===== src/sv/kbt_pkg.sv =====
// Shared types and constants for the keyed block transposition block.
package kbt_pkg;

  localparam int BYTE_W      = 8;
  localparam int KEY_LEN_W   = 5;
  localparam int KEY_LEN_MIN = 2;
  localparam int KEY_BYTES   = 16;
  localparam int KEY_HALF    = KEY_BYTES / 2;
  localparam int CFG_INDEX_W = 2;
  localparam int CFG_DATA_W  = 64;

  localparam logic [BYTE_W-1:0] PAD_BYTE = 8'hFF;

  localparam logic [CFG_INDEX_W-1:0] REG_KEY_LENGTH = 2'd0;
  localparam logic [CFG_INDEX_W-1:0] REG_KEY_LOW    = 2'd1;
  localparam logic [CFG_INDEX_W-1:0] REG_KEY_HIGH   = 2'd2;
  localparam logic [CFG_INDEX_W-1:0] REG_MODE       = 2'd3;

  typedef enum logic [1:0] {
    ST_BUILD,
    ST_IDLE,
    ST_EMIT
  } kbt_state_t;

  typedef struct packed {
    logic in_ready;
    logic build_step;
    logic emit_step;
  } kbt_cmd_t;

  typedef struct packed {
    logic in_valid;
    logic rebuild;
    logic build_last;
    logic row_done;
    logic no_result;
    logic out_free;
    logic emit_last;
  } kbt_stat_t;

endpackage


===== src/sv/kbt_if.sv =====
// Channel interfaces: message input, result output and configuration writes.
interface kbt_msg_if import kbt_pkg::*; ();
  logic              valid;
  logic              ready;
  logic [BYTE_W-1:0] in_byte;
  logic              in_last;

  modport source (output valid, output in_byte, output in_last, input ready);
  modport sink (input valid, input in_byte, input in_last, output ready);
endinterface

interface kbt_res_if import kbt_pkg::*; ();
  logic              valid;
  logic              ready;
  logic [BYTE_W-1:0] out_byte;
  logic              out_last;
  logic              status;

  modport source (output valid, output out_byte, output out_last, output status, input ready);
  modport sink (input valid, input out_byte, input out_last, input status, output ready);
endinterface

interface kbt_cfg_if import kbt_pkg::*; ();
  logic                   valid;
  logic                   ready;
  logic [CFG_INDEX_W-1:0] reg_index;
  logic [CFG_DATA_W-1:0]  wdata;

  modport source (output valid, output reg_index, output wdata, input ready);
  modport sink (input valid, input reg_index, input wdata, output ready);
endinterface


===== src/sv/kbt_ctrl.sv =====
// Sequencing state machine: order build, byte intake and row emission.
module kbt_ctrl import kbt_pkg::*; (
  input  logic      clk,
  input  logic      rst,
  input  kbt_stat_t stat,
  output kbt_cmd_t  cmd
);

  kbt_state_t state;
  kbt_state_t state_next;

  always_ff @(posedge clk) begin
    if (rst) begin
      state <= ST_BUILD;
    end else begin
      state <= state_next;
    end
  end

  always_comb begin
    cmd        = '0;
    state_next = state;
    case (state)
      ST_BUILD: begin
        cmd.build_step = 1'b1;
        if (stat.build_last) state_next = ST_IDLE;
      end
      ST_IDLE: begin
        cmd.in_ready = 1'b1;
        if (stat.in_valid && stat.row_done) begin
          state_next = stat.no_result ? ST_IDLE : ST_EMIT;
        end
      end
      ST_EMIT: begin
        cmd.emit_step = stat.out_free;
        if (stat.out_free && stat.emit_last) state_next = ST_IDLE;
      end
      default: begin
        state_next = ST_BUILD;
      end
    endcase
    // key or width change: column order must be rebuilt
    if (stat.rebuild) state_next = ST_BUILD;
  end

endmodule


===== src/sv/kbt_dp.sv =====
// Datapath: config registers, column order tables, row store and result register.
module kbt_dp import kbt_pkg::*; #(
  parameter int KEY_MAX = 16
) (
  input  logic            clk,
  input  logic            rst,
  input  kbt_cmd_t        cmd,
  output kbt_stat_t       stat,
  kbt_msg_if.sink         msg,
  kbt_res_if.source       res,
  kbt_cfg_if.sink         cfg
);

  localparam int IW = $clog2(KEY_MAX);
  localparam int CW = $clog2(KEY_MAX + 1);

  // configuration
  logic [KEY_LEN_W-1:0]  key_length;
  logic [CFG_DATA_W-1:0] key_low;
  logic [CFG_DATA_W-1:0] key_high;
  logic                  mode;
  logic                  cfg_we;
  logic                  rebuild;
  logic                  row_drop;
  logic [CW-1:0]         w;

  assign cfg.ready = 1'b1;
  assign cfg_we    = cfg.valid;
  assign rebuild   = cfg_we && (cfg.reg_index == REG_KEY_LENGTH ||
                                cfg.reg_index == REG_KEY_LOW ||
                                cfg.reg_index == REG_KEY_HIGH);
  assign row_drop  = cfg_we && (cfg.reg_index == REG_KEY_LENGTH ||
                                cfg.reg_index == REG_MODE);

  always_ff @(posedge clk) begin
    if (rst) begin
      key_length <= KEY_LEN_W'(KEY_LEN_MIN);
      key_low    <= '0;
      key_high   <= '0;
      mode       <= 1'b0;
    end else if (cfg_we) begin
      case (cfg.reg_index)
        REG_KEY_LENGTH: key_length <= cfg.wdata[KEY_LEN_W-1:0];
        REG_KEY_LOW:    key_low    <= cfg.wdata;
        REG_KEY_HIGH:   key_high   <= cfg.wdata;
        REG_MODE:       mode       <= cfg.wdata[0];
        default: ;
      endcase
    end
  end

  always_comb begin
    if (key_length < KEY_LEN_W'(KEY_LEN_MIN)) begin
      w = CW'(KEY_LEN_MIN);
    end else if (32'(key_length) > KEY_MAX) begin
      w = CW'(KEY_MAX);
    end else begin
      w = CW'(key_length);
    end
  end

  // key bytes; positions past the two key registers read as zero
  logic [BYTE_W-1:0] kb [KEY_MAX];

  for (genvar j = 0; j < KEY_MAX; j++) begin : g_kb
    if (j < KEY_HALF) begin : g_lo
      assign kb[j] = key_low[BYTE_W*j +: BYTE_W];
    end else if (j < KEY_BYTES) begin : g_hi
      assign kb[j] = key_high[BYTE_W*(j-KEY_HALF) +: BYTE_W];
    end else begin : g_zero
      assign kb[j] = '0;
    end
  end

  // order build: one key position per cycle, its stable rank by parallel compare
  logic [IW-1:0]      bi;
  logic [BYTE_W-1:0]  kv;
  logic [KEY_MAX-1:0] lt;
  logic [IW-1:0]      rank;
  logic               bi_in_row;
  logic [IW-1:0]      order [KEY_MAX];
  logic [IW-1:0]      inv   [KEY_MAX];

  assign kv = kb[bi];

  always_comb begin
    for (int j = 0; j < KEY_MAX; j++) begin
      lt[j] = (CW'(j) < w) && (kb[j] < kv || (kb[j] == kv && IW'(j) < bi));
    end
  end

  assign rank      = IW'($countones(lt));
  assign bi_in_row = CW'(bi) < w;

  always_ff @(posedge clk) begin
    if (rst || rebuild) begin
      bi <= '0;
    end else if (cmd.build_step) begin
      bi <= bi + IW'(1);
    end
  end

  always_ff @(posedge clk) begin
    if (cmd.build_step && !rebuild) begin
      if (bi_in_row) begin
        order[rank] <= bi;
        inv[bi]     <= rank;
      end else begin
        order[bi] <= bi;
        inv[bi]   <= bi;
      end
    end
  end

  // intake
  logic [BYTE_W-1:0] row_store [KEY_MAX];
  logic [CW-1:0]     fill;
  logic [CW-1:0]     fill_inc;
  logic [IW-1:0]     fill_idx;
  logic [CW-1:0]     hi;       // plaintext length up to the last non-pad byte
  logic [CW-1:0]     pos_plus;
  logic [CW-1:0]     hi_new;
  logic              take;
  logic              full;
  logic              row_done;
  logic              err_row;
  logic              no_result;
  logic [CW-1:0]     n_new;

  assign msg.ready = cmd.in_ready;
  assign take      = msg.valid && cmd.in_ready;
  assign fill_idx  = fill[IW-1:0];
  assign fill_inc  = fill + CW'(1);
  assign full      = fill_inc == w;
  assign pos_plus  = CW'(order[fill_idx]) + CW'(1);
  assign hi_new    = (msg.in_byte != PAD_BYTE && pos_plus > hi) ? pos_plus : hi;
  assign row_done  = full || msg.in_last;
  assign err_row   = mode && !full && msg.in_last;
  assign no_result = mode && full && msg.in_last && hi_new == '0;
  assign n_new     = err_row ? CW'(1) : ((mode && msg.in_last) ? hi_new : w);

  always_ff @(posedge clk) begin
    if (take) row_store[fill_idx] <= msg.in_byte;
  end

  // emission
  logic [CW-1:0]     c;
  logic [IW-1:0]     c_idx;
  logic [CW-1:0]     n;
  logic              e_last;
  logic              e_err;
  logic              emit_last;
  logic [IW-1:0]     enc_pos;
  logic [BYTE_W-1:0] enc_byte;
  logic [BYTE_W-1:0] dec_byte;
  logic [BYTE_W-1:0] res_byte;
  logic              out_valid;
  logic              out_free;

  assign c_idx     = c[IW-1:0];
  assign emit_last = (c + CW'(1)) == n;
  assign enc_pos   = order[c_idx];
  assign enc_byte  = (CW'(enc_pos) < fill) ? row_store[enc_pos] : PAD_BYTE;
  assign dec_byte  = row_store[inv[c_idx]];
  assign res_byte  = e_err ? '0 : (mode ? dec_byte : enc_byte);
  assign out_free  = !out_valid || res.ready;

  always_ff @(posedge clk) begin
    if (rst || row_drop) begin
      fill <= '0;
      hi   <= '0;
    end else if (take) begin
      if (row_done && no_result) begin
        fill <= '0;
        hi   <= '0;
      end else begin
        fill <= fill_inc;
        hi   <= hi_new;
      end
    end else if (cmd.emit_step && emit_last) begin
      fill <= '0;
      hi   <= '0;
    end
  end

  always_ff @(posedge clk) begin
    if (rst || take) begin
      c <= '0;
    end else if (cmd.emit_step) begin
      c <= c + CW'(1);
    end
  end

  always_ff @(posedge clk) begin
    if (take && row_done) begin
      n      <= n_new;
      e_last <= msg.in_last;
      e_err  <= err_row;
    end
  end

  always_ff @(posedge clk) begin
    if (rst) begin
      out_valid <= 1'b0;
    end else if (cmd.emit_step) begin
      out_valid <= 1'b1;
    end else if (res.ready) begin
      out_valid <= 1'b0;
    end
  end

  always_ff @(posedge clk) begin
    if (cmd.emit_step) begin
      res.out_byte <= res_byte;
      res.out_last <= e_err || (e_last && emit_last);
      res.status   <= e_err;
    end
  end

  assign res.valid = out_valid;

  always_comb begin
    stat            = '0;
    stat.in_valid   = msg.valid;
    stat.rebuild    = rebuild;
    stat.build_last = bi == IW'(KEY_MAX - 1);
    stat.row_done   = row_done;
    stat.no_result  = no_result;
    stat.out_free   = out_free;
    stat.emit_last  = emit_last;
  end

endmodule


===== src/sv/keyed_block_transposition.sv =====
// Top level of the keyed block transposition cipher.
//
// msg carries message bytes (in_byte, in_last marks the final byte); res
// carries result words (out_byte, out_last, status); cfg writes the four
// registers key_length, key_bytes_low, key_bytes_high, decrypt_mode at
// indexes 0..3. cfg is always ready.
// Bytes are gathered into a row as wide as the key, one byte per cycle
// while msg.ready is high. The word that completes a row (or carries
// in_last) starts the drain: msg.ready drops and the row leaves one word
// per cycle from the result register while res is ready, the first word
// loaded from the EMIT state. The single row store takes no new byte
// until the row has drained. Decrypt final rows drop trailing 0xFF bytes;
// an all-pad final row gives no word. A short final decrypt row gives one
// word with status set. After reset, and after any write to key_length or
// the key bytes, the column order is rebuilt one position per cycle over
// all KEY_MAX positions, with msg.ready low. Reset also empties the row
// and drops out_valid. When res stalls, the held word and drain pause.
module keyed_block_transposition import kbt_pkg::*; #(
  parameter int KEY_MAX = 16
) (
  input  logic       clk,
  input  logic       rst,
  kbt_msg_if.sink    msg,
  kbt_res_if.source  res,
  kbt_cfg_if.sink    cfg
);

  kbt_cmd_t  cmd;
  kbt_stat_t stat;

  kbt_ctrl u_ctrl (
    .clk  (clk),
    .rst  (rst),
    .stat (stat),
    .cmd  (cmd)
  );

  kbt_dp #(
    .KEY_MAX (KEY_MAX)
  ) u_dp (
    .clk  (clk),
    .rst  (rst),
    .cmd  (cmd),
    .stat (stat),
    .msg  (msg),
    .res  (res),
    .cfg  (cfg)
  );

endmodule


===== src/flat_wrapper.sv =====
// flat-port wrapper written by rule: the top's interface ports become plain ports
module keyed_block_transposition_flat import kbt_pkg::*;
#(
  parameter int KEY_MAX = 16
)
  (clk, rst, msg_valid, msg_in_byte, msg_in_last, msg_ready, res_valid, res_out_byte, res_out_last, res_status, res_ready, cfg_valid, cfg_reg_index, cfg_wdata, cfg_ready);
  kbt_msg_if msg_i ();
  kbt_res_if res_i ();
  kbt_cfg_if cfg_i ();
  input  logic clk;
  input  logic rst;
  input wire logic [$bits(msg_i.valid)-1:0] msg_valid;
  input wire logic [$bits(msg_i.in_byte)-1:0] msg_in_byte;
  input wire logic [$bits(msg_i.in_last)-1:0] msg_in_last;
  output wire logic [$bits(msg_i.ready)-1:0] msg_ready;
  output wire logic [$bits(res_i.valid)-1:0] res_valid;
  output wire logic [$bits(res_i.out_byte)-1:0] res_out_byte;
  output wire logic [$bits(res_i.out_last)-1:0] res_out_last;
  output wire logic [$bits(res_i.status)-1:0] res_status;
  input wire logic [$bits(res_i.ready)-1:0] res_ready;
  input wire logic [$bits(cfg_i.valid)-1:0] cfg_valid;
  input wire logic [$bits(cfg_i.reg_index)-1:0] cfg_reg_index;
  input wire logic [$bits(cfg_i.wdata)-1:0] cfg_wdata;
  output wire logic [$bits(cfg_i.ready)-1:0] cfg_ready;
  assign msg_i.valid = msg_valid;
  assign msg_i.in_byte = msg_in_byte;
  assign msg_i.in_last = msg_in_last;
  assign msg_ready = msg_i.ready;
  assign res_valid = res_i.valid;
  assign res_out_byte = res_i.out_byte;
  assign res_out_last = res_i.out_last;
  assign res_status = res_i.status;
  assign res_i.ready = res_ready;
  assign cfg_i.valid = cfg_valid;
  assign cfg_i.reg_index = cfg_reg_index;
  assign cfg_i.wdata = cfg_wdata;
  assign cfg_ready = cfg_i.ready;
  keyed_block_transposition #(.KEY_MAX(KEY_MAX)) u_core (.clk(clk), .rst(rst), .msg(msg_i), .res(res_i), .cfg(cfg_i));
endmodule

===== config.mk =====
export PLATFORM = sky130hd
export DESIGN_NAME = keyed_block_transposition_flat
export DESIGN_NICKNAME = d
export VERILOG_FILES = /design/src/sv/kbt_pkg.sv /design/src/sv/kbt_if.sv /design/src/sv/kbt_ctrl.sv /design/src/sv/kbt_dp.sv /design/src/sv/keyed_block_transposition.sv /design/src/flat_wrapper.sv
export SDC_FILE = /design/constraint.sdc
export NUM_CORES = 1
export LEC_CHECK = 0
export ABC_CLOCK_PERIOD_IN_PS = 8700
export BUFFER_PORTS_ARGS = -buffer_cell sky130_fd_sc_hd__buf_2
export CAP_MARGIN = 20
export CORE_UTILIZATION = 57
export CTS_CLUSTER_DIAMETER = 120
export CTS_CLUSTER_SIZE = 8
export DETAILED_ROUTE_END_ITERATION = 8
export GPL_ROUTABILITY_DRIVEN = 0
export GPL_TIMING_DRIVEN = 0
export PLACE_DENSITY = 0.77
export SLEW_MARGIN = 15
export SYNTH_ARGS = -nofsm -noshare
export SYNTH_HDL_FRONTEND = slang
export SYNTH_SLANG_ARGS = --single-unit

===== constraint.sdc =====
create_clock -name clk -period 8.7 [get_ports clk]
set_input_delay 0.435 -clock clk [delete_from_list [all_inputs] [get_ports clk]]
set_output_delay 0.435 -clock clk [all_outputs]
set_load 0.005 [all_outputs]

==> impl_metrics.json <==
{
  "outcome": "complete, no violations",
  "syn_nets": 2189,
  "grt_pass1_wl_um": 100100,
  "hold_slack_ps": 82.40,
  "cts_buffers": 60,
  "clock_skew_ps": 17.58,
  "hold_path.class": "in2reg",
  "synth.distinct_cells": 72,
  "start_util": 0.5829,
  "grt_max_degree": 23,
  "yosys-top-cells-count": "nand2_1, edfxtp_1, a21oi_1",
  "power_frac_clock": 0.342,
  "placed_cell_area_um2": 24490,
  "multi_input_area_um2": 11090,
  "syn_area_um2": 23370,
  "root_buffer": "clkbuf_16",
  "fin_nets": 2354,
  "startpoint_type": "flop",
  "ant_nets": 0,
  "max_slew.worst_pin.slew_ps": 1149,
  "holdPathStages": 3,
  "critPathKind": "reg2reg",
  "total_power_mw": 6.221,
  "vias": 17400,
  "grt_pass1_vias": 17250,
  "nFillCells": 2941,
  "maxCapViolCount": 0,
  "dr.pass1.iters": 5,
  "grtUsageTotal": 0.3233,
  "rsz0062_at_grt": "no",
  "wl_per_cell_um": 25.04,
  "crit_required_ps": 8960,
  "max-clock-path-buffers": 3,
  "viasPerCell": 6.511,
  "drcViolationCount": 0,
  "leakagePower_nw": 9.490,
  "boundaryPins": 93,
  "synth_ff_type": "edfxtp_1",
  "p_int_mw": 4.341,
  "drive_gt1_frac": 0.1771,
  "drtIter0Drc": 1951,
  "cts.sinks": 437,
  "core-area_um2": 40100,
  "pwr-share-seq": 0.389,
  "fp.dieH_um": 204.5,
  "synth_area_leaders": "edfxtp_1, dfxtp_1, mux4_2",
  "syn_avg_cell_area_um2": 12.04,
  "syn2layout_area_growth_pct": 12.85,
  "final.period_utilization": 0.9697,
  "synthMostInstantiatedCell": "nand2_1",
  "period_minus_slack_ps": 8437,
  "p_switching_mw": 1.880,
  "hold_violations": 0,
  "worstRegToRegCells": 23,
  "peakVddDrop_v": 0.0001901,
  "wl_um": 66900,
  "slew_headroom": 0.2311,
  "swShare": 0.3022,
  "synth_top_area_share": 0.3508,
  "setup_viol": 0,
  "synth-edff-count": 273,
  "crit_fanout": 20,
  "syn_inst": 1941,
  "regArea_um2": 11490,
  "rows": 73,
  "dieArea_um2": 41820,
  "final_area_um2": 26370,
  "synth_top_area_cell": "edfxtp_1",
  "worstPathArrival_ps": 8700,
  "cts_tree": "built",
  "timing.fmax_ghz": 0.1185,
  "grt_antenna_before_repair": 2,
  "htreeDepth": 2,
  "grt_overflow": 0,
  "die_w_um": 204.5,
  "power_frac_comb": 0.268,
  "synth_seq_cells": 437,
  "numPortBuffers": 91,
  "setup-tns-final_ps": 0,
  "power_density_nw_per_um2": 235.9,
  "cts.clk_slew.worst_paths_ps": 60,
  "finalMaxSlewViolations": 0,
  "yosysWarnings": 0,
  "hpwl_um": 47390,
  "end_kind": "flop",
  "clk_latency_ps": 610,
  "synth.yosys.seq_area_share": 0.4912,
  "ys_async_sr_fraction": 0
}
[logic make-up (layout without fill, tap and decap cells)]
group                      count (synthesis)  count (layout)  share of synthesized area
and+or+nand+nor                          581             581                     0.1155
DFF                                      437             437                     0.4912
AOI/OAI and AO/OA                        368             369                    0.09449
muxes                                    201             201                     0.1604
adders and majority gates                168             168                    0.09315
buffers and inverters                    163             367                    0.03678
xor gates and xnor gates                  22              22                   0.008244
other                                      1               2                  0.0001605
[path summary, 6_finish.rpt]
check                                       start  slack (ps)                 endpoint
worst max-delay path            u_core.u_dp.bi[0]         260  u_core.u_dp.order[1][1]
worst min-delay path                 cfg_wdata[8]          80  u_core.u_dp.key_high[8]
worst max register to register  u_core.u_dp.bi[0]         260  u_core.u_dp.order[1][1]
worst min register to register  u_core.u_dp.e_err         470   u_core.u_dp.res.status
[cell usage in the layout (no fill, tap or decap), types with 13 or more instances in the layout]
master / netlist / final
a22oi_1: 42 / 42
a21o_1: 20 / 20
nand3_1: 36 / 36
edfxtp_1: 273 / 273
mux4_1: 17 / 17
buf_2: 4 / 96
dfxtp_1: 164 / 160
nor2_1: 74 / 64
nor2b_1: 24 / 24
o21ai_0: 38 / 37
nand2b_1: 29 / 29
clkbuf_16: 0 / 61
o22ai_1: 13 / 13
nand4_1: 22 / 22
mux4_2: 116 / 116
o21a_1: 31 / 31
buf_4: 7 / 18
ha_1: 158 / 158
inv_1: 60 / 55
clkbuf_1: 60 / 92
mux2i_1: 61 / 61
and2_1: 23 / 23
nand2_1: 311 / 311
a21oi_1: 192 / 192
[routing by layer]
layer	vias to the layer above	wire (um)	GRT usage
li1	7620	-	-
met1	8447	24960	0.4131
met2	1094	31560	0.5213
met3	236	6747	0.05918
met4	0	3629	0.1796
met5	-	0	0.001190
[critical path, stage by stage, from the launching register on]
cell and delay (ps):
dfxtp_4 480, clkbuf_8 270, clkbuf_4 310, mux4_2 580, mux4_2 470, inv_1 610
ha_1 250, nand3_1 100, o41ai_1 670, nand2_1 210, fa_1 570, inv_1 50
fa_1 500, inv_1 50, fa_1 390, fa_1 570, inv_1 60, ha_1 290
a21o_1 180, a21oi_1 200, xnor2_1 80, mux2_2 450, or2_2 400, nor2_1 310
[power by group through the flow]
stage | registers [mW] | logic (mW) | clock network [mW]
2_1_floorplan | 2.43 | 1.15 | 0
3_3_place_gp | 2.45 | 1.53 | 0
3_5_place_dp | 2.46 | 1.58 | 0
4_1_cts | 2.42 | 1.61 | 2.14
5_1_grt | 2.43 | 1.77 | 2.22
6_report | 2.42 | 1.67 | 2.13
[registers in the layout, summed over array words and instances, names as in the netlist, 8 cells and up, named ones only]
name                      count
u_core.u_dp.order            64
u_core.u_dp.inv              64
u_core.u_dp.row_store       128
u_core.u_dp.res.out_byte      8
u_core.u_dp.key_high         64
u_core.u_dp.key_low          64
[through the flow]
step | util | instances | setup slack [ps]
3_5_place_dp | 0.6107 | 2557 | -1667
5_1_grt | 0.6578 | 2672 | 5.891
3_3_place_gp | 0.6106 | 2557 | -1836
6_report | 0.6578 | 2672 | 263.3
2_1_floorplan | - | 1941 | 107.5
4_1_cts | 0.6563 | 2669 | 1.070
[what timing repair did]
action                     CTS  global route
buffers inserted            10             1
hold buffers                 0             0
cloned                       0             1
hold endpoints to repair     0             0
setup endpoints to repair  128            64
resized for setup           25            14
[layout make-up]
cell class	instances	area share
clock inverter	3	0.0008539
antenna	1	0.00009488
buffer	101	0.02476
clock buffer	99	0.06329
timing repair buffer	103	0.02059
multi-input combinational	1342	0.4204
tap	525	0.02491
sequential	437	0.4357
inverter	61	0.009393
Note: power is estimated with default switching activity, not from simulation.
